===== config.mk =====
export PLATFORM = sky130hd
export DESIGN_NAME = xor_checked_frame_parser_unit_flat
export DESIGN_NICKNAME = d
export VERILOG_FILES = /design/src/hdl/xcfp_pkg.sv /design/src/hdl/xcfp_byte_if.sv /design/src/hdl/xcfp_result_if.sv /design/src/hdl/xor_checked_frame_parser_unit.sv /design/src/hdl/xcfp_cfg.sv /design/src/hdl/xcfp_store.sv /design/src/hdl/xcfp_ctrl.sv /design/src/flat_wrapper.sv
export SDC_FILE = /design/constraint.sdc
export NUM_CORES = 1
export LEC_CHECK = 0
export ABC_AREA = 1
export BUFFER_PORTS_ARGS = -buffer_cell sky130_fd_sc_hd__buf_2
export CORE_MARGIN = 1
export CORE_UTILIZATION = 55
export CTS_CLUSTER_SIZE = 14
export DETAILED_ROUTE_END_ITERATION = 10
export PLACE_DENSITY_LB_ADDON = 0.08
export SKIP_LAST_GASP = 1
export SLEW_MARGIN = 25
export SYNTH_ARGS = -nofsm -noshare
export SYNTH_HDL_FRONTEND = slang
export SYNTH_SLANG_ARGS = --single-unit

===== constraint.sdc =====
create_clock -name clk -period 2.45 [get_ports clk]
set_input_delay 0.245 -clock clk [delete_from_list [all_inputs] [get_ports clk]]
set_output_delay 0.245 -clock clk [all_outputs]
set_load 0.02 [all_outputs]

===== src/hdl/xcfp_pkg.sv =====
// ----------------------------------------------------------------------------
// xcfp_pkg
// Shared types and constants of the XOR-checked frame parser: register
// indexes, reset values of the flag registers and the result item layout.
// ----------------------------------------------------------------------------
package xcfp_pkg;

	localparam int BYTE_W     = 8;
	localparam int CFG_DATA_W = 16;
	localparam int CFG_IDX_W  = 3;
	localparam int SUB_MAX    = 4;
	localparam int SLOT_MAX   = 2;
	localparam int IDX_OUT_W  = 5;
	localparam int CNT_OUT_W  = 6;

	// Configuration register indexes
	localparam logic [CFG_IDX_W-1:0] REG_HEAD_FLAG = 3'd0;
	localparam logic [CFG_IDX_W-1:0] REG_END_FLAG  = 3'd1;
	localparam logic [CFG_IDX_W-1:0] REG_SUB0_CMDS = 3'd2;
	localparam logic [CFG_IDX_W-1:0] REG_SUB1_CMDS = 3'd3;
	localparam logic [CFG_IDX_W-1:0] REG_SUB2_CMDS = 3'd4;
	localparam logic [CFG_IDX_W-1:0] REG_SUB3_CMDS = 3'd5;

	// Reset values of the flag registers
	localparam logic [BYTE_W-1:0] HEAD_FLAG_RST = 8'hFE;
	localparam logic [BYTE_W-1:0] END_FLAG_RST  = 8'hFF;

	// Result status codes
	localparam logic STATUS_OK        = 1'b0;
	localparam logic STATUS_CKSUM_ERR = 1'b1;

	typedef struct packed {
		logic [BYTE_W-1:0] head_flag;
		logic [BYTE_W-1:0] end_flag;
	} flags_t;

	typedef struct packed {
		logic                 status;
		logic [BYTE_W-1:0]    frame_cmd;
		logic [BYTE_W-1:0]    data_byte;
		logic [IDX_OUT_W-1:0] byte_index;
		logic [CNT_OUT_W-1:0] data_count;
		logic [SUB_MAX-1:0]   subscriber_mask;
		logic                 has_data;
		logic                 last;
	} result_t;

endpackage


===== src/hdl/xcfp_byte_if.sv =====
// ----------------------------------------------------------------------------
// xcfp_byte_if
// Valid/ready channel that carries one received byte per item.
// ----------------------------------------------------------------------------
interface xcfp_byte_if;
	logic                      valid;
	logic                      ready;
	logic [xcfp_pkg::BYTE_W-1:0] in_byte;

	modport source (output valid, output in_byte, input ready);
	modport sink   (input valid, input in_byte, output ready);
endinterface


===== src/hdl/xcfp_result_if.sv =====
// ----------------------------------------------------------------------------
// xcfp_result_if
// Valid/ready channel that carries one parser result item.
// ----------------------------------------------------------------------------
interface xcfp_result_if;
	logic              valid;
	logic              ready;
	xcfp_pkg::result_t item;

	modport source (output valid, output item, input ready);
	modport sink   (input valid, input item, output ready);
endinterface


===== src/hdl/xor_checked_frame_parser_unit.sv =====
// Result timing: an error or empty-payload result is registered in the cycle after the end byte;
//   a payload result goes through the memory read (ST_READ), ST_SEND and the output register.
// Throughput: one input byte per cycle while parsing and the output register is free; in readout
//   each payload item takes a memory read, then an output register load, and input is held off.
// Reset: control state and flags return to defaults at once; payload memory is not cleared.
// ----------------------------------------------------------------------------
// xor_checked_frame_parser_unit
// Byte-framed packet parser with XOR checksum and subscriber command match.
// ----------------------------------------------------------------------------
module xor_checked_frame_parser_unit #(
	parameter int PAYLOAD_DEPTH        = 32,
	parameter int SUBSCRIBERS          = 4,
	parameter int SLOTS_PER_SUBSCRIBER = 2
) (
	input  logic                            clk,
	input  logic                            arst_n,
	input  logic                            cfg_we,
	input  logic [xcfp_pkg::CFG_IDX_W-1:0]  cfg_index,
	input  logic [xcfp_pkg::CFG_DATA_W-1:0] cfg_wdata,
	xcfp_byte_if.sink                       rx,
	xcfp_result_if.source                   frm
);

	localparam int CNT_W  = $clog2(PAYLOAD_DEPTH + 1);
	localparam int ADDR_W = (PAYLOAD_DEPTH > 1) ? $clog2(PAYLOAD_DEPTH) : 1;

	xcfp_pkg::flags_t             flags;
	logic [xcfp_pkg::SUB_MAX-1:0] match_mask;
	logic [xcfp_pkg::BYTE_W-1:0]  cmd;
	logic                         mem_we;
	logic [ADDR_W-1:0]            mem_waddr;
	logic [xcfp_pkg::BYTE_W-1:0]  mem_wdata;
	logic                         mem_re;
	logic [ADDR_W-1:0]            mem_raddr;
	logic [xcfp_pkg::BYTE_W-1:0]  mem_rdata;

	// Registers and subscriber match
	xcfp_cfg #(
		.SUBSCRIBERS          (SUBSCRIBERS),
		.SLOTS_PER_SUBSCRIBER (SLOTS_PER_SUBSCRIBER)
	) u_cfg (
		.clk        (clk),
		.arst_n     (arst_n),
		.cfg_we     (cfg_we),
		.cfg_index  (cfg_index),
		.cfg_wdata  (cfg_wdata),
		.cmd        (cmd),
		.flags      (flags),
		.match_mask (match_mask)
	);

	// Payload memory
	xcfp_store #(
		.DEPTH  (PAYLOAD_DEPTH),
		.ADDR_W (ADDR_W)
	) u_store (
		.clk   (clk),
		.we    (mem_we),
		.waddr (mem_waddr),
		.wdata (mem_wdata),
		.re    (mem_re),
		.raddr (mem_raddr),
		.rdata (mem_rdata)
	);

	// Parser sequencer
	xcfp_ctrl #(
		.PAYLOAD_DEPTH (PAYLOAD_DEPTH),
		.CNT_W         (CNT_W),
		.ADDR_W        (ADDR_W)
	) u_ctrl (
		.clk        (clk),
		.arst_n     (arst_n),
		.flags      (flags),
		.match_mask (match_mask),
		.cmd        (cmd),
		.mem_we     (mem_we),
		.mem_waddr  (mem_waddr),
		.mem_wdata  (mem_wdata),
		.mem_re     (mem_re),
		.mem_raddr  (mem_raddr),
		.mem_rdata  (mem_rdata),
		.rx         (rx),
		.frm        (frm)
	);

endmodule


===== src/hdl/xcfp_cfg.sv =====
// ----------------------------------------------------------------------------
// xcfp_cfg
// Configuration registers (head/end flags, subscriber command slots) and
// the subscriber match on the held command byte.
// ----------------------------------------------------------------------------
module xcfp_cfg #(
	parameter int SUBSCRIBERS          = 4,
	parameter int SLOTS_PER_SUBSCRIBER = 2
) (
	input  logic                                clk,
	input  logic                                arst_n,
	input  logic                                cfg_we,
	input  logic [xcfp_pkg::CFG_IDX_W-1:0]      cfg_index,
	input  logic [xcfp_pkg::CFG_DATA_W-1:0]     cfg_wdata,
	input  logic [xcfp_pkg::BYTE_W-1:0]         cmd,
	output xcfp_pkg::flags_t                    flags,
	output logic [xcfp_pkg::SUB_MAX-1:0]        match_mask
);

	logic [xcfp_pkg::BYTE_W-1:0]     head_q;
	logic [xcfp_pkg::BYTE_W-1:0]     end_q;
	logic [xcfp_pkg::CFG_DATA_W-1:0] sub_q [xcfp_pkg::SUB_MAX];

	// Take register writes
	always_ff @(posedge clk or negedge arst_n) begin
		if (!arst_n) begin
			head_q <= xcfp_pkg::HEAD_FLAG_RST;
			end_q  <= xcfp_pkg::END_FLAG_RST;
			for (int i = 0; i < xcfp_pkg::SUB_MAX; i++) begin
				sub_q[i] <= '0;
			end
		end else if (cfg_we) begin
			unique case (cfg_index)
				xcfp_pkg::REG_HEAD_FLAG: head_q   <= cfg_wdata[xcfp_pkg::BYTE_W-1:0];
				xcfp_pkg::REG_END_FLAG:  end_q    <= cfg_wdata[xcfp_pkg::BYTE_W-1:0];
				xcfp_pkg::REG_SUB0_CMDS: sub_q[0] <= cfg_wdata;
				xcfp_pkg::REG_SUB1_CMDS: sub_q[1] <= cfg_wdata;
				xcfp_pkg::REG_SUB2_CMDS: sub_q[2] <= cfg_wdata;
				xcfp_pkg::REG_SUB3_CMDS: sub_q[3] <= cfg_wdata;
				default: ;
			endcase
		end
	end

	assign flags.head_flag = head_q;
	assign flags.end_flag  = end_q;

	// Compare every enabled slot of every enabled subscriber with cmd
	always_comb begin
		match_mask = '0;
		for (int i = 0; i < xcfp_pkg::SUB_MAX; i++) begin
			for (int j = 0; j < xcfp_pkg::SLOT_MAX; j++) begin
				if (i < SUBSCRIBERS && j < SLOTS_PER_SUBSCRIBER &&
				    sub_q[i][j*xcfp_pkg::BYTE_W +: xcfp_pkg::BYTE_W] == cmd) begin
					match_mask[i] = 1'b1;
				end
			end
		end
	end

endmodule


===== src/hdl/xcfp_store.sv =====
// ----------------------------------------------------------------------------
// xcfp_store
// Payload memory: one write port, one read port, registered read data.
// ----------------------------------------------------------------------------
module xcfp_store #(
	parameter int DEPTH  = 32,
	parameter int ADDR_W = 5
) (
	input  logic                        clk,
	input  logic                        we,
	input  logic [ADDR_W-1:0]           waddr,
	input  logic [xcfp_pkg::BYTE_W-1:0] wdata,
	input  logic                        re,
	input  logic [ADDR_W-1:0]           raddr,
	output logic [xcfp_pkg::BYTE_W-1:0] rdata
);

	logic [xcfp_pkg::BYTE_W-1:0] mem_q [DEPTH];
	logic [xcfp_pkg::BYTE_W-1:0] rdata_q;

	// Write the stored byte, register the read data; hold data when idle
	always_ff @(posedge clk) begin
		if (we) begin
			mem_q[waddr] <= wdata;
		end
		if (re) begin
			rdata_q <= mem_q[raddr];
		end
	end

	assign rdata = rdata_q;

endmodule


===== src/hdl/xcfp_ctrl.sv =====
// ----------------------------------------------------------------------------
// xcfp_ctrl
// Frame parser sequencer: tracks head/cmd/len/data, keeps the running XOR,
// writes payload bytes to the store and reads them back as result items.
// ----------------------------------------------------------------------------
module xcfp_ctrl #(
	parameter int PAYLOAD_DEPTH = 32,
	parameter int CNT_W         = 6,
	parameter int ADDR_W        = 5
) (
	input  logic                         clk,
	input  logic                         arst_n,
	input  xcfp_pkg::flags_t             flags,
	input  logic [xcfp_pkg::SUB_MAX-1:0] match_mask,
	output logic [xcfp_pkg::BYTE_W-1:0]  cmd,
	output logic                         mem_we,
	output logic [ADDR_W-1:0]            mem_waddr,
	output logic [xcfp_pkg::BYTE_W-1:0]  mem_wdata,
	output logic                         mem_re,
	output logic [ADDR_W-1:0]            mem_raddr,
	input  logic [xcfp_pkg::BYTE_W-1:0]  mem_rdata,
	xcfp_byte_if.sink                    rx,
	xcfp_result_if.source                frm
);

	typedef enum logic [2:0] {
		ST_WAIT,
		ST_CMD,
		ST_RECV,
		ST_READ,
		ST_SEND
	} state_t;

	state_t                       state_q;
	logic [xcfp_pkg::BYTE_W-1:0]  xor_q;
	logic [xcfp_pkg::BYTE_W-1:0]  cmd_q;
	logic [xcfp_pkg::BYTE_W-1:0]  len_q;
	logic [CNT_W-1:0]             count_q;
	logic                         expect_len_q;
	logic [xcfp_pkg::SUB_MAX-1:0] mask_q;
	logic [ADDR_W-1:0]            rd_idx_q;
	logic                         out_valid_q;
	xcfp_pkg::result_t            out_item_q;

	logic                         out_free;
	logic                         out_load;
	logic                         accept;
	logic                         is_end;
	logic                         room;
	logic                         last_rd;
	logic [xcfp_pkg::BYTE_W-1:0]  b;

	assign b        = rx.in_byte;
	assign out_free = !out_valid_q || frm.ready;
	assign rx.ready = (state_q == ST_WAIT || state_q == ST_CMD || state_q == ST_RECV)
	                  && out_free;
	assign accept   = rx.valid && rx.ready;
	assign is_end   = (b == flags.end_flag);
	assign room     = (xcfp_pkg::BYTE_W'(count_q) < len_q) &&
	                  (count_q < CNT_W'(PAYLOAD_DEPTH));
	assign last_rd  = (CNT_W'(rd_idx_q) + CNT_W'(1)) == count_q;

	// Load the output register on an error, an empty good frame or a payload byte
	assign out_load = (accept && state_q == ST_RECV && is_end &&
	                   !(xor_q == '0 && count_q != '0)) ||
	                  (state_q == ST_SEND && out_free);

	// Store a data byte while within len and depth
	assign mem_we    = accept && state_q == ST_RECV && !is_end && !expect_len_q && room;
	assign mem_waddr = count_q[ADDR_W-1:0];
	assign mem_wdata = b;
	assign mem_re    = (state_q == ST_READ);
	assign mem_raddr = rd_idx_q;

	assign cmd       = cmd_q;
	assign frm.valid = out_valid_q;
	assign frm.item  = out_item_q;

	// Parser state, frame registers and output item register
	always_ff @(posedge clk or negedge arst_n) begin
		if (!arst_n) begin
			state_q      <= ST_WAIT;
			xor_q        <= '0;
			cmd_q        <= '0;
			len_q        <= '0;
			count_q      <= '0;
			expect_len_q <= 1'b0;
			mask_q       <= '0;
			rd_idx_q     <= '0;
			out_valid_q  <= 1'b0;
			out_item_q   <= '0;
		end else begin
			// Load a new item, or drop the one taken
			if (out_load) begin
				out_valid_q <= 1'b1;
			end else if (frm.ready) begin
				out_valid_q <= 1'b0;
			end
			unique case (state_q)
				ST_WAIT: begin
					if (accept && b == flags.head_flag) begin
						xor_q   <= flags.head_flag;
						count_q <= '0;
						state_q <= ST_CMD;
					end
				end
				ST_CMD: begin
					if (accept) begin
						cmd_q        <= b;
						xor_q        <= xor_q ^ b;
						count_q      <= '0;
						expect_len_q <= 1'b1;
						state_q      <= ST_RECV;
					end
				end
				ST_RECV: begin
					if (accept) begin
						if (is_end) begin
							expect_len_q <= 1'b0;
							if (xor_q == '0) begin
								mask_q <= match_mask;
								if (count_q == '0) begin
									// Good frame with an empty payload
									out_item_q.status          <= xcfp_pkg::STATUS_OK;
									out_item_q.frame_cmd       <= cmd_q;
									out_item_q.data_byte       <= '0;
									out_item_q.byte_index      <= '0;
									out_item_q.data_count      <= '0;
									out_item_q.subscriber_mask <= match_mask;
									out_item_q.has_data        <= 1'b0;
									out_item_q.last            <= 1'b1;
									state_q                    <= ST_WAIT;
								end else begin
									rd_idx_q <= '0;
									state_q  <= ST_READ;
								end
							end else begin
								// Checksum error
								out_item_q.status          <= xcfp_pkg::STATUS_CKSUM_ERR;
								out_item_q.frame_cmd       <= cmd_q;
								out_item_q.data_byte       <= '0;
								out_item_q.byte_index      <= '0;
								out_item_q.data_count      <= xcfp_pkg::CNT_OUT_W'(count_q);
								out_item_q.subscriber_mask <= '0;
								out_item_q.has_data        <= 1'b0;
								out_item_q.last            <= 1'b1;
								state_q                    <= ST_WAIT;
							end
						end else begin
							xor_q <= xor_q ^ b;
							if (expect_len_q) begin
								len_q        <= b;
								expect_len_q <= 1'b0;
							end else if (room) begin
								count_q <= count_q + CNT_W'(1);
							end
						end
					end
				end
				ST_READ: begin
					state_q <= ST_SEND;
				end
				ST_SEND: begin
					// Hand the read byte out, then advance or finish
					if (out_free) begin
						out_item_q.status          <= xcfp_pkg::STATUS_OK;
						out_item_q.frame_cmd       <= cmd_q;
						out_item_q.data_byte       <= mem_rdata;
						out_item_q.byte_index      <= xcfp_pkg::IDX_OUT_W'(rd_idx_q);
						out_item_q.data_count      <= xcfp_pkg::CNT_OUT_W'(count_q);
						out_item_q.subscriber_mask <= mask_q;
						out_item_q.has_data        <= 1'b1;
						out_item_q.last            <= last_rd;
						if (last_rd) begin
							state_q <= ST_WAIT;
						end else begin
							rd_idx_q <= rd_idx_q + ADDR_W'(1);
							state_q  <= ST_READ;
						end
					end
				end
				default: begin
					state_q <= ST_WAIT;
				end
			endcase
		end
	end

endmodule


===== src/flat_wrapper.sv =====
// flat-port wrapper written by rule: the top's interface ports become plain ports
module xor_checked_frame_parser_unit_flat 
#(
	parameter int PAYLOAD_DEPTH        = 32,
	parameter int SUBSCRIBERS          = 4,
	parameter int SLOTS_PER_SUBSCRIBER = 2
)
  (clk, arst_n, cfg_we, cfg_index, cfg_wdata, rx_valid, rx_in_byte, rx_ready, frm_valid, frm_item, frm_ready);
  xcfp_byte_if rx_i ();
  xcfp_result_if frm_i ();
  input  logic clk;
  input  logic arst_n;
  input  logic cfg_we;
  input  logic [xcfp_pkg::CFG_IDX_W-1:0] cfg_index;
  input  logic [xcfp_pkg::CFG_DATA_W-1:0] cfg_wdata;
  input wire logic [$bits(rx_i.valid)-1:0] rx_valid;
  input wire logic [$bits(rx_i.in_byte)-1:0] rx_in_byte;
  output wire logic [$bits(rx_i.ready)-1:0] rx_ready;
  output wire logic [$bits(frm_i.valid)-1:0] frm_valid;
  output wire logic [$bits(frm_i.item)-1:0] frm_item;
  input wire logic [$bits(frm_i.ready)-1:0] frm_ready;
  assign rx_i.valid = rx_valid;
  assign rx_i.in_byte = rx_in_byte;
  assign rx_ready = rx_i.ready;
  assign frm_valid = frm_i.valid;
  assign frm_item = frm_i.item;
  assign frm_i.ready = frm_ready;
  xor_checked_frame_parser_unit #(.PAYLOAD_DEPTH(PAYLOAD_DEPTH), .SUBSCRIBERS(SUBSCRIBERS), .SLOTS_PER_SUBSCRIBER(SLOTS_PER_SUBSCRIBER)) u_core (.clk(clk), .arst_n(arst_n), .cfg_we(cfg_we), .cfg_index(cfg_index), .cfg_wdata(cfg_wdata), .rx(rx_i), .frm(frm_i));
endmodule

### Word level (Yosys, flattened, before mapping)

Memory sizes are Yosys's and may differ from the RTL's. A register that Yosys moved wholly into a read port is not among the register bits.
Cells that the tools add are included.

| word-level totals | value |
|---|---|
| logic and storage cells | 156 |
| register bits | 158 |
| memories kept | 1 |
| bits in writable memories | 256 |
| input bits | 32 |

| operators by class | value |
|---|---|
| multiplexer cells | 49 |
| add/sub/neg operators | 3 |
| bitwise logic cells | 2 |
| reduce and logical (&&, ||, !) cells | 44 |
| eq/ne operators | 32 |
| $lt $le $gt $ge | 2 |

Memories:

| memory | words | width | rd ports | clocked after Yosys merged registers in | wr ports | RTL line | source |
|---|---|---|---|---|---|---|---|
| u_core.u_store.mem_q | 32 | 8 | 1 | 1 | 1 | xcfp_store.sv:18 | `logic [xcfp_pkg::BYTE_W-1:0] mem_q [DEPTH];` |

Operators with widths:

| kind | count |
|---|---|
| $mux W34 | 5 |
| $eq A8 B8 Y1 | 10 |
| $pmux W34 S2 | 1 |
| $mux W6 | 6 |
| $mux W8 | 4 |
| $mux W5 | 6 |
| $pmux W8 S3 | 1 |
| $mux W3 | 6 |
| $ne A2 B2 Y1 const B | 9 |
| $pmux W6 S3 | 1 |
| $pmux W3 S5 | 1 |
| $reduce_and A5 Y1 | 3 |
| $mux W1 | 14 |
| $reduce_and A2 Y1 | 7 |
| $reduce_and A7 Y1 | 2 |
| $eq A3 B2 Y1 const B | 4 |
| $logic_and A1 B1 Y1 | 12 |
| $pmux W5 S2 | 1 |
| $eq A3 B3 Y1 const B | 3 |
| $logic_not A8 Y1 | 1 |
| $lt A6 B8 Y1 | 1 |
| $reduce_and A4 Y1 | 2 |
| $xor A8 B8 Y8 | 1 |
| $add A5 B1 Y6 const B | 1 |
| other kinds (18) | 30 |

### Logic depth before layout (Yosys ltp)

Gate-level depths: netlist (run 1).

| logic depth | value |
|---|---|
| depth in word-level cells | 11 |
| gate-level depth with buffers | 13 |
| gate-level depth less buffers | 13 |

### Cells and area by module

A second synthesis (run 1) with hierarchy kept.

| second synthesis, totals | value |
|---|---|
| cells, all modules | 2007 |
| area, all modules | 19353.6 um2 |

Modules (own cells, without submodules):

| module | instances | seq. area each (um2) | area an instance (um2) | cells each |
|---|---|---|---|---|
| xcfp_store | 1 | 7927.6 | 10866.7 | 922 |
| xcfp_ctrl | 1 | 1951.9 | 4289.1 | 569 |
| xcfp_cfg | 1 | 2020.7 | 4197.8 | 516 |

### Worst setup path before layout (run 1)

No wires, ideal clock.

| timing | value |
|---|---|
| kind | flip-flop to flip-flop |
| start point | reg u_core.u_ctrl.state_q[1] |
| end point | mem u_core.u_store.mem_q[24][0] (netlist name), enable pin |
| setup slack | 0.224 ns |
| cell stages (with the launch flop) | 12 |
| library setup time | 0.370 ns |
| buffers on the path | 0 |
| arrival | 1.856 ns |
| data required time | 2.080 ns |
| cell sequence | dfrtp_1 -> nor2_1 -> inv_1 -> nand2_1 -> nand2_1 -> inv_2 -> nand2_4 -> nor2_2 -> nand2_2 -> nor2_4 -> nand2_2 -> nor2_1 |

| between the ends | value |
|---|---|
| word-level cells in the longest chain between the ends | 11 |
| elaborated cells between the ends (all ways) | 13 |
| those cells by class | 2 x eq/ne; 2 x mux; 9 x reduce/logical |

Ends and longest elaborated chain:

| item | RTL line | source |
|---|---|---|
| from (decl) | xcfp_ctrl.sv:34 | `state_t state_q;` |
| from (signal assigned) | xcfp_ctrl.sv:82 | `state_q <= ST_WAIT;` |
| from (signal assigned) | xcfp_ctrl.sv:104 | `state_q <= ST_CMD;` |
| from (signal assigned) | xcfp_ctrl.sv:113 | `state_q <= ST_RECV;` |
| $eq A3 B1 Y1 / $logic_not A3 Y1 (equally long branches) | xcfp_ctrl.sv:55 | `assign rx.ready = (state_q == ST_WAIT \|\| state_q == ST_CMD \|\| state_q == ST_RECV)` |
| $logic_or A1 B1 Y1 | xcfp_ctrl.sv:55 |  |
| $logic_or A1 B1 Y1 (*) | xcfp_ctrl.sv:55 |  |
| $logic_and A1 B1 Y1 (*) | xcfp_ctrl.sv:56 | `&& out_free;` |
| named net rx_ready | flat_wrapper.sv:18 | `output wire logic [$bits(rx_i.ready)-1:0] rx_ready;` |
| $logic_and A1 B1 Y1 (*) | xcfp_ctrl.sv:57 | `assign accept = rx.valid && rx.ready;` |
| $logic_and A1 B1 Y1 (*) (4 in a row) | xcfp_ctrl.sv:69 | `assign mem_we = accept && state_q == ST_RECV && !is_end && !expect_len_q && room;` |
| $mux W1 (*) | xcfp_store.sv:23 | `if (we) begin` |
| $mux W1 (not written as such) (*) | xcfp_store.sv:24 | `mem_q[waddr] <= wdata;` |
| to (decl) | xcfp_store.sv:18 |  |

The timed path passes the listed nets; every way through them passes the cells marked *.

### Worst setup path after layout (run 1)

| timing | value |
|---|---|
| start point | reg u_core.u_ctrl.state_q[2] |
| end point | mem u_core.u_store.mem_q[30][0] (netlist name), enable pin |

| between the ends | value |
|---|---|
| word-level cells in the longest chain between the ends | 11 |
| elaborated cells between the ends (all ways) | 13 |
| those cells by class | 2 x eq/ne; 2 x mux; 9 x reduce/logical |

Ends and longest elaborated chain:

| item | RTL line |
|---|---|
| $eq A3 B1 Y1 / $logic_not A3 Y1 (equally long branches) | xcfp_ctrl.sv:55 |
| $logic_or A1 B1 Y1 (2 in a row) | xcfp_ctrl.sv:55 |
| $logic_and A1 B1 Y1 | xcfp_ctrl.sv:56 |
| $logic_and A1 B1 Y1 | xcfp_ctrl.sv:57 |
| $logic_and A1 B1 Y1 (*) (4 in a row) | xcfp_ctrl.sv:69 |
| $mux W1 (*) | xcfp_store.sv:23 |
| $mux W1 (not written as such) (*) | xcfp_store.sv:24 |

Mark *: on every way between the ends. The rest lies on a longest branch, timed or not.

==> results.cfg, run 1 <==
[outcome]
status = completed

[setup_path]
worstPathArrival_ns = 2.58
crit_path_end_kind = register
crit-reg2reg-launch = u_core.u_ctrl.state_q[2]$_DFFE_PN0P_
cp-startpoint = u_core.u_ctrl.state_q[2]$_DFFE_PN0P_
crit_fanout = 8
path_class = register to register
setup.worst_path.start_class = register
required_ns = 2.71

[yosys]
syn_area_per_cell_um2 = 10.6
yosys.area.top_type_share_pct = 43.3
synth_top_flop_cell = edfxtp_1
yosysWarnings = 0
synth_fp_nets = 1772
yosys.area_share.adder_pct = 0.683
synth_cells = 1730
synth-edff-count = 264
yosysMostFrequentCell = nand2_1
async_flop_share_pct = 37.4
ys_types = 40
synthXorXnorAreaFrac_pct = 3.30
synth_compound_area_share_pct = 10.8
yosysSeqAreaShare_pct = 64.9
synth_top_family_by_area = simple AND/OR/NAND/NOR gates
muxShareOfSynthArea_pct = 0.369
yosys-top-cells-count = nand2_1 (356), edfxtp_1 (264), o21ai_0 (250), nor2_1 (200), dfrtp_1 (143)
synthSimpleGateAreaFrac_pct = 15.8
synth.top_cells.by_area = edfxtp_1 (43%), dfrtp_1 (20%), nand2_1 (7.3%)
synth_seq_cells = 422
syn_area_mm2 = 0.0183
synth_top_area_cell = edfxtp_1

[drt]
wl_per_cell_um = 20.8
drt-total-wl_um = 48200
drc_errors = 0
vias_per_cell = 5.68
final_antenna_net_count = 0
drt_pass1_iterations = 6
drt_iter0_drc = 1463
dr_total_vias = 13200

[sta]
hold_viol = 0
grt_setup_unrepaired = yes
finalWorstSetupSlack_ns = 0.130
finalMaxSlewViolations = 0
worst_clock_skew_ns = 0.0174
tightest_slew_ns = 0.984
slew_headroom_pct = 34.3
setup_viol = 0
max_freq_mhz = 431
min_period_over_period_pct = 94.7
post-route-min-period_ns = 2.32

[min_path]
hold_class = input port to register
min_from = cfg_wdata[13]

[pwr]
power_density_mw_per_mm2 = 989
p_seq_share_pct = 42.7
p_clk_share_pct = 32.0
power_switching_w = 0.00672
max-vdd-ir-drop_mv = 0.585
sw_frac_of_total_pct = 32.3
p_int_w = 0.0141
pwr-share-comb_pct = 25.2
leakage_nw = 8.44

[grt]
met1_usage_pct = 42.8
grt_pass1_wl_um = 74000
gr-usage-met3_pct = 5.83
grt_pass1_vias = 12600
grtUsageMet2_pct = 44.4
busiest_layer = met2
grtUsageTotal_pct = 29.3
grt_max_degree = 86
antenna_found_initial = 2
grt_overflow = 0

[floorplan]
io-pin-count = 68
fp-row-count = 66
initial_utilization_pct = 56.2
coreArea_mm2 = 0.0326
die_w_um = 185
dieArea_mm2 = 0.0340
die_h_um = 185

[placement]
gp_congestion = 0.918
dp_hpwl_um = 31800
post-place-ws_ns = 0.125
portBuffers = 67

[clock_network]
cts.sinks = 422
clockBufferDepth = 3
cts_max_level = 2
cts_tree = done
insertion_delay_ns = 0.55
cts-root-buf = clkbuf_16
cts.clk_slew.worst_paths_ns = 0.06
numCtsBuffers = 45

[layout]
area_growth_pct = 14.9
drive_gt1_share_pct = 15.3
fillers = 2610
fin_nets = 1877
final_util_pct = 64.5

[flow_run]
max-cap-violations = 0
==> layout make-up <==
class	count	area (um^2)	share of cell area (%)
Clock buffer	65	1310	6.21
Sequential cell	422	11900	56.6
Clock inverter	19	156	0.743
Inverter	84	317	1.50
Tap cell	442	553	2.63
Timing Repair Buffer	156	1130	5.37
Multi-Input combinational cell	1126	5680	27.0
Antenna cell	1	2.50	0.0119
==> cells by family (layout without fill, tap and decap cells) <==
group / Yosys count / after routing
AOI/OAI and AO/OA: 351 / 351
xor gates and xnor gates: 69 / 69
adders and majority gates: 10 / 10
buffers and inverters: 182 / 324
DFF: 422 / 422
muxes: 6 / 6
other: 0 / 1
and+or+nand+nor: 690 / 690
==> placed cells by master, fill, tap and decap left out, drive strengths merged, types with 14 or more instances in the layout <==
cell type and n:
nand2 364, o21ai 272, edfxtp 264, nor2 205
buf 153, dfrtp 143, inv 84, nand3 74
clkbuf 65, o221ai 50, xnor2 45, xor2 24
or2 18, clkinv 16, dfstp 15, nor3 14
==> worst max-delay path: stages (launching register included) <==
cell,delay (ns)
dfrtp_1,0.43
nor2_1,0.19
inv_1,0.08
nand2_1,0.07
nand2_1,0.05
inv_2,0.07
nand2_4,0.05
nor2_2,0.13
nand2_2,0.12
nor2_4,0.19
nand2_2,0.28
nor2_1,0.18
buf_4,0.19
==> per-layer routing <==
metal / up-vias / wire length [um]
met5: - / 0
met4: 0 / 1260
met3: 76 / 4310
met2: 556 / 21500
met1: 6365 / 21200
li1: 6162 / -
==> stage by stage <==
stage               hold slack [ns]  cells  instance area (um^2)  total power [W]  setup TNS (ns)
floorplan                   -0.0506   1730                 18300           0.0125               0
global placement              0.186   2227                 19500           0.0142               0
CTS                         0.00201   2314                 21000           0.0209               0
global route                 0.0221   2314                 21000           0.0219           -2.48
detailed placement            0.184   2227                 19500           0.0142               0
finish                       0.0188   2315                 21000           0.0208               0
==> flip-flops by register name, indices dropped and copies added (netlist names) <==
| register | cells |
|---|---|
| u_core.u_cfg.end_q | 8 |
| u_core.u_cfg.head_q | 8 |
| u_core.u_cfg.sub_q | 64 |
| u_core.u_ctrl.cmd | 8 |
| u_core.u_ctrl.count_q | 6 |
| u_core.u_ctrl.expect_len_q | 1 |
| u_core.u_ctrl.frm.item | 34 |
| u_core.u_ctrl.frm.valid | 1 |
| u_core.u_ctrl.len_q | 8 |
| u_core.u_ctrl.mask_q | 4 |
| u_core.u_ctrl.mem_raddr | 5 |
| u_core.u_ctrl.state_q | 3 |
| u_core.u_ctrl.xor_q | 8 |
| u_core.u_store.mem_q | 256 |
| u_core.u_store.rdata | 8 |
==> power groups by stage <==
stage          registers (W)  clock network, W  logic [W]
3_5_place_dp         0.00902                 0    0.00521
4_1_cts              0.00889           0.00678    0.00524
3_3_place_gp         0.00901                 0    0.00515
6_report             0.00889           0.00667    0.00526
5_1_grt              0.00898           0.00704    0.00588
2_1_floorplan        0.00894                 0    0.00359
==> worst paths after layout <==
check	end	slack (ns)	cells past startpoint
max in group asynchronous	u_core.u_cfg.end_q[6]$_DFFE_PN1P_	1.56	3
min in group asynchronous	u_core.u_cfg.sub_q[60]$_DFFE_PN0P_	0.17	2
setup / recovery	u_core.u_store.mem_q[30][0]$_DFFE_PP_	0.13	12
setup reg to reg	u_core.u_store.mem_q[30][0]$_DFFE_PP_	0.13	12
hold reg to reg	u_core.u_ctrl.frm.item[24]$_DFFE_PN0P_	0.46	2
hold / removal	u_core.u_cfg.sub_q[29]$_DFFE_PN0P_	0.02	3
==> repair_timing <==
| item | 4_1_cts | 5_1_grt |
|---|---|---|
| setup endpoints to repair | 0 | 114 |
| resized for setup | 0 | 2 |
| setup buffers | 0 | 0 |
| endpoints found under the hold margin | 41 | 0 |
| hold buffers | 3 | 0 |
No activity file was read; power rests on OpenSTA's default activity.
==> inputs of run 2 (changes only) <==
--- a/config.mk
+++ b/config.mk
@@ -11,7 +11,7 @@
 export CORE_UTILIZATION = 55
 export CTS_CLUSTER_SIZE = 14
 export DETAILED_ROUTE_END_ITERATION = 10
-export PLACE_DENSITY_LB_ADDON = 0.08
+export PLACE_DENSITY = 0.69
 export SKIP_LAST_GASP = 1
 export SLEW_MARGIN = 25
 export SYNTH_ARGS = -nofsm -noshare
==> constraint.sdc (replaced) <==
create_clock -name clk -period 2.3 [get_ports clk]
set_input_delay 0.23 -clock clk [delete_from_list [all_inputs] [get_ports clk]]
set_output_delay 0.23 -clock clk [all_outputs]
set_load 0.02 [all_outputs]
==> run 2 against run 1 <==
Routed wire length decreased by 1.1%; cell count increased by 0.17%; flip-flop and latch count unchanged; non-clock buffer count increased by 9; worst setup slack got worse by 0.016 ns; critical endpoint is now u_core.u_store.mem_q[22][2]$_DFFE_PP_; clock skew increased by 0.0011 ns.
==> results.cfg, run 2 (synthesis gave the netlist of run 1 again) <==
[outcome]
status = completed

[drt]
wl_met2_um = 23000
dr_total_vias = 13300
topRoutingLayerUsed = met4
drt_iter0_drc = 1433
final_antenna_net_count = 0
drt-total-wl_um = 47700
wl_per_cell_um = 20.6
vias_per_cell = 5.72
drc_errors = 0
wirelength_met1_um = 19300
drt_pass1_iterations = 5
wl_met3_um = 3700

[clock_network]
cts_tree = done
cts.clk_slew.worst_paths_ns = 0.06
clockBufferDepth = 3
insertion_delay_ns = 0.55
cts_max_level = 2
cts-root-buf = clkbuf_16
cts.sinks = 422
numCtsBuffers = 44

[sta]
finalSetupTns_ns = 0
post-route-min-period_ns = 2.19
finalMaxSlewViolations = 0
hold_viol = 0
grt_setup_unrepaired = no
slew_headroom_pct = 51.7
max_freq_mhz = 457
setup_viol = 0
tightest_slew_ns = 0.721
min_period_over_period_pct = 95.0
worst_clock_skew_ns = 0.0185

[pwr]
p_seq_share_pct = 43.1
power_density_mw_per_mm2 = 1040
pwr-share-comb_pct = 26.0
leakage_nw = 8.44
sw_frac_of_total_pct = 33.0
power_switching_w = 0.00725
max-vdd-ir-drop_mv = 0.729
p_int_w = 0.0147
p_clk_share_pct = 30.9

[layout]
largest_reg_flops = 256
fin_cells = 2319
area_growth_pct = 15.0
diodes = 0
final_common_cell = nand2_1
largest_register = u_core.u_store.mem_q
fillers = 2587
drive_gt1_share_pct = 16.1
regArea_mm2 = 0.0119
final_area_mm2 = 0.0211
fin_nets = 1885
multi_input_area_mm2 = 0.00572
final_util_pct = 64.6
final_cell_mix = nand2_1 (355), edfxtp_1 (264), o21ai_0 (250), nor2_1 (198), dfrtp_1 (139)

[setup_path]
path_class = register to register
setup.worst_path.start_class = register
cp-startpoint = u_core.u_ctrl.state_q[2]$_DFFE_PN0P_
worstPathArrival_ns = 2.44
crit-reg2reg-launch = u_core.u_ctrl.state_q[2]$_DFFE_PN0P_
crit_fanout = 8
crit_path_end_kind = register
r2r_slack_ns = 0.11
required_ns = 2.55

[min_path]
hold_class = input port to register
min_from = cfg_wdata[13]

[floorplan]
initial_utilization_pct = 56.2
die_h_um = 185
fp-row-count = 66
dieArea_mm2 = 0.0340
die_w_um = 185
coreArea_mm2 = 0.0326
io-pin-count = 68

[placement]
dp_cells = 2235
place_area_mm2 = 0.0196
dp_hpwl_um = 31700
portBuffers = 67
gp_congestion = 0.932

[grt]
grt_pass1_vias = 12800
grtUsageTotal_pct = 28.8
antenna_found_initial = 0
grt_overflow = 0
grt_max_degree = 90
grt_pass1_wl_um = 73400

[flow_run]
max-cap-violations = 0
-- run 2: layout make-up --
class                   instances  area share, %
flip-flops and latches        422           56.5
inverters                      84           1.50
multi-input cells            1126           27.1
repair buffers                165           5.68
well taps                     442           2.62
clock buffers                  52           5.56
clock inverters                28          0.986
-- run 2: worst paths after layout --
path                                                           to  depth (start not counted)
min in group asynchronous      u_core.u_cfg.sub_q[41]$_DFFE_PN0P_                          2
hold / removal                 u_core.u_cfg.sub_q[45]$_DFFE_PN0P_                          3
setup reg to reg            u_core.u_store.mem_q[22][2]$_DFFE_PP_                         13
hold reg to reg            u_core.u_ctrl.frm.item[20]$_DFFE_PN0P_                          2
max in group asynchronous       u_core.u_cfg.end_q[5]$_DFFE_PN1P_                          3
setup / recovery            u_core.u_store.mem_q[22][2]$_DFFE_PP_                         13
-- run 2: per-layer routing --
| layer | vias up | GRT usage [%] |
|---|---|---|
| met2 | 593 | 47.5 |
| li1 | 6177 | - |
| met1 | 6377 | 38.5 |
| met5 | - | 0 |
| met4 | 0 | 11.2 |
| met3 | 113 | 4.37 |
-- run 2: power groups by stage --
stage / logic, W / clock network, W / registers (W)
after floorplan: 0.00383 / 0 / 0.00952
after global routing: 0.00629 / 0.00716 / 0.00955
after global placement: 0.00554 / 0 / 0.00958
final: 0.00572 / 0.00679 / 0.00947
after CTS: 0.00567 / 0.00689 / 0.00946
after detailed placement: 0.00562 / 0 / 0.00960
-- run 2: critical path, cell delays in order, from the launching register on --
cell,delay [ns]
dfrtp_2,0.44
inv_2,0.11
nand3_4,0.08
nand2_1,0.06
nand2_1,0.05
inv_2,0.07
nand2_4,0.08
nor2_4,0.12
nand2_2,0.11
nor2_4,0.14
buf_12,0.14
nand2_4,0.14
nor2_1,0.13
buf_4,0.20
-- run 2: metrics by stage --
step	total power (W)	hold slack [ns]	setup WS [ns]
after floorplan	0.0133	-0.0656	0.0741
after CTS	0.0220	0.00940	0.0275
final	0.0220	0.0178	0.114
after global placement	0.0151	0.221	0.0784
after global routing	0.0230	0.0216	0.00935
after detailed placement	0.0152	0.222	0.0480
-- run 2: repair_timing --
item / CTS / global route
gates resized for setup: 0 / 12
buffers inserted: 0 / 1
hold buffers: 3 / 0
hold endpoints to repair: 50 / 0
setup endpoints to repair: 0 / 259
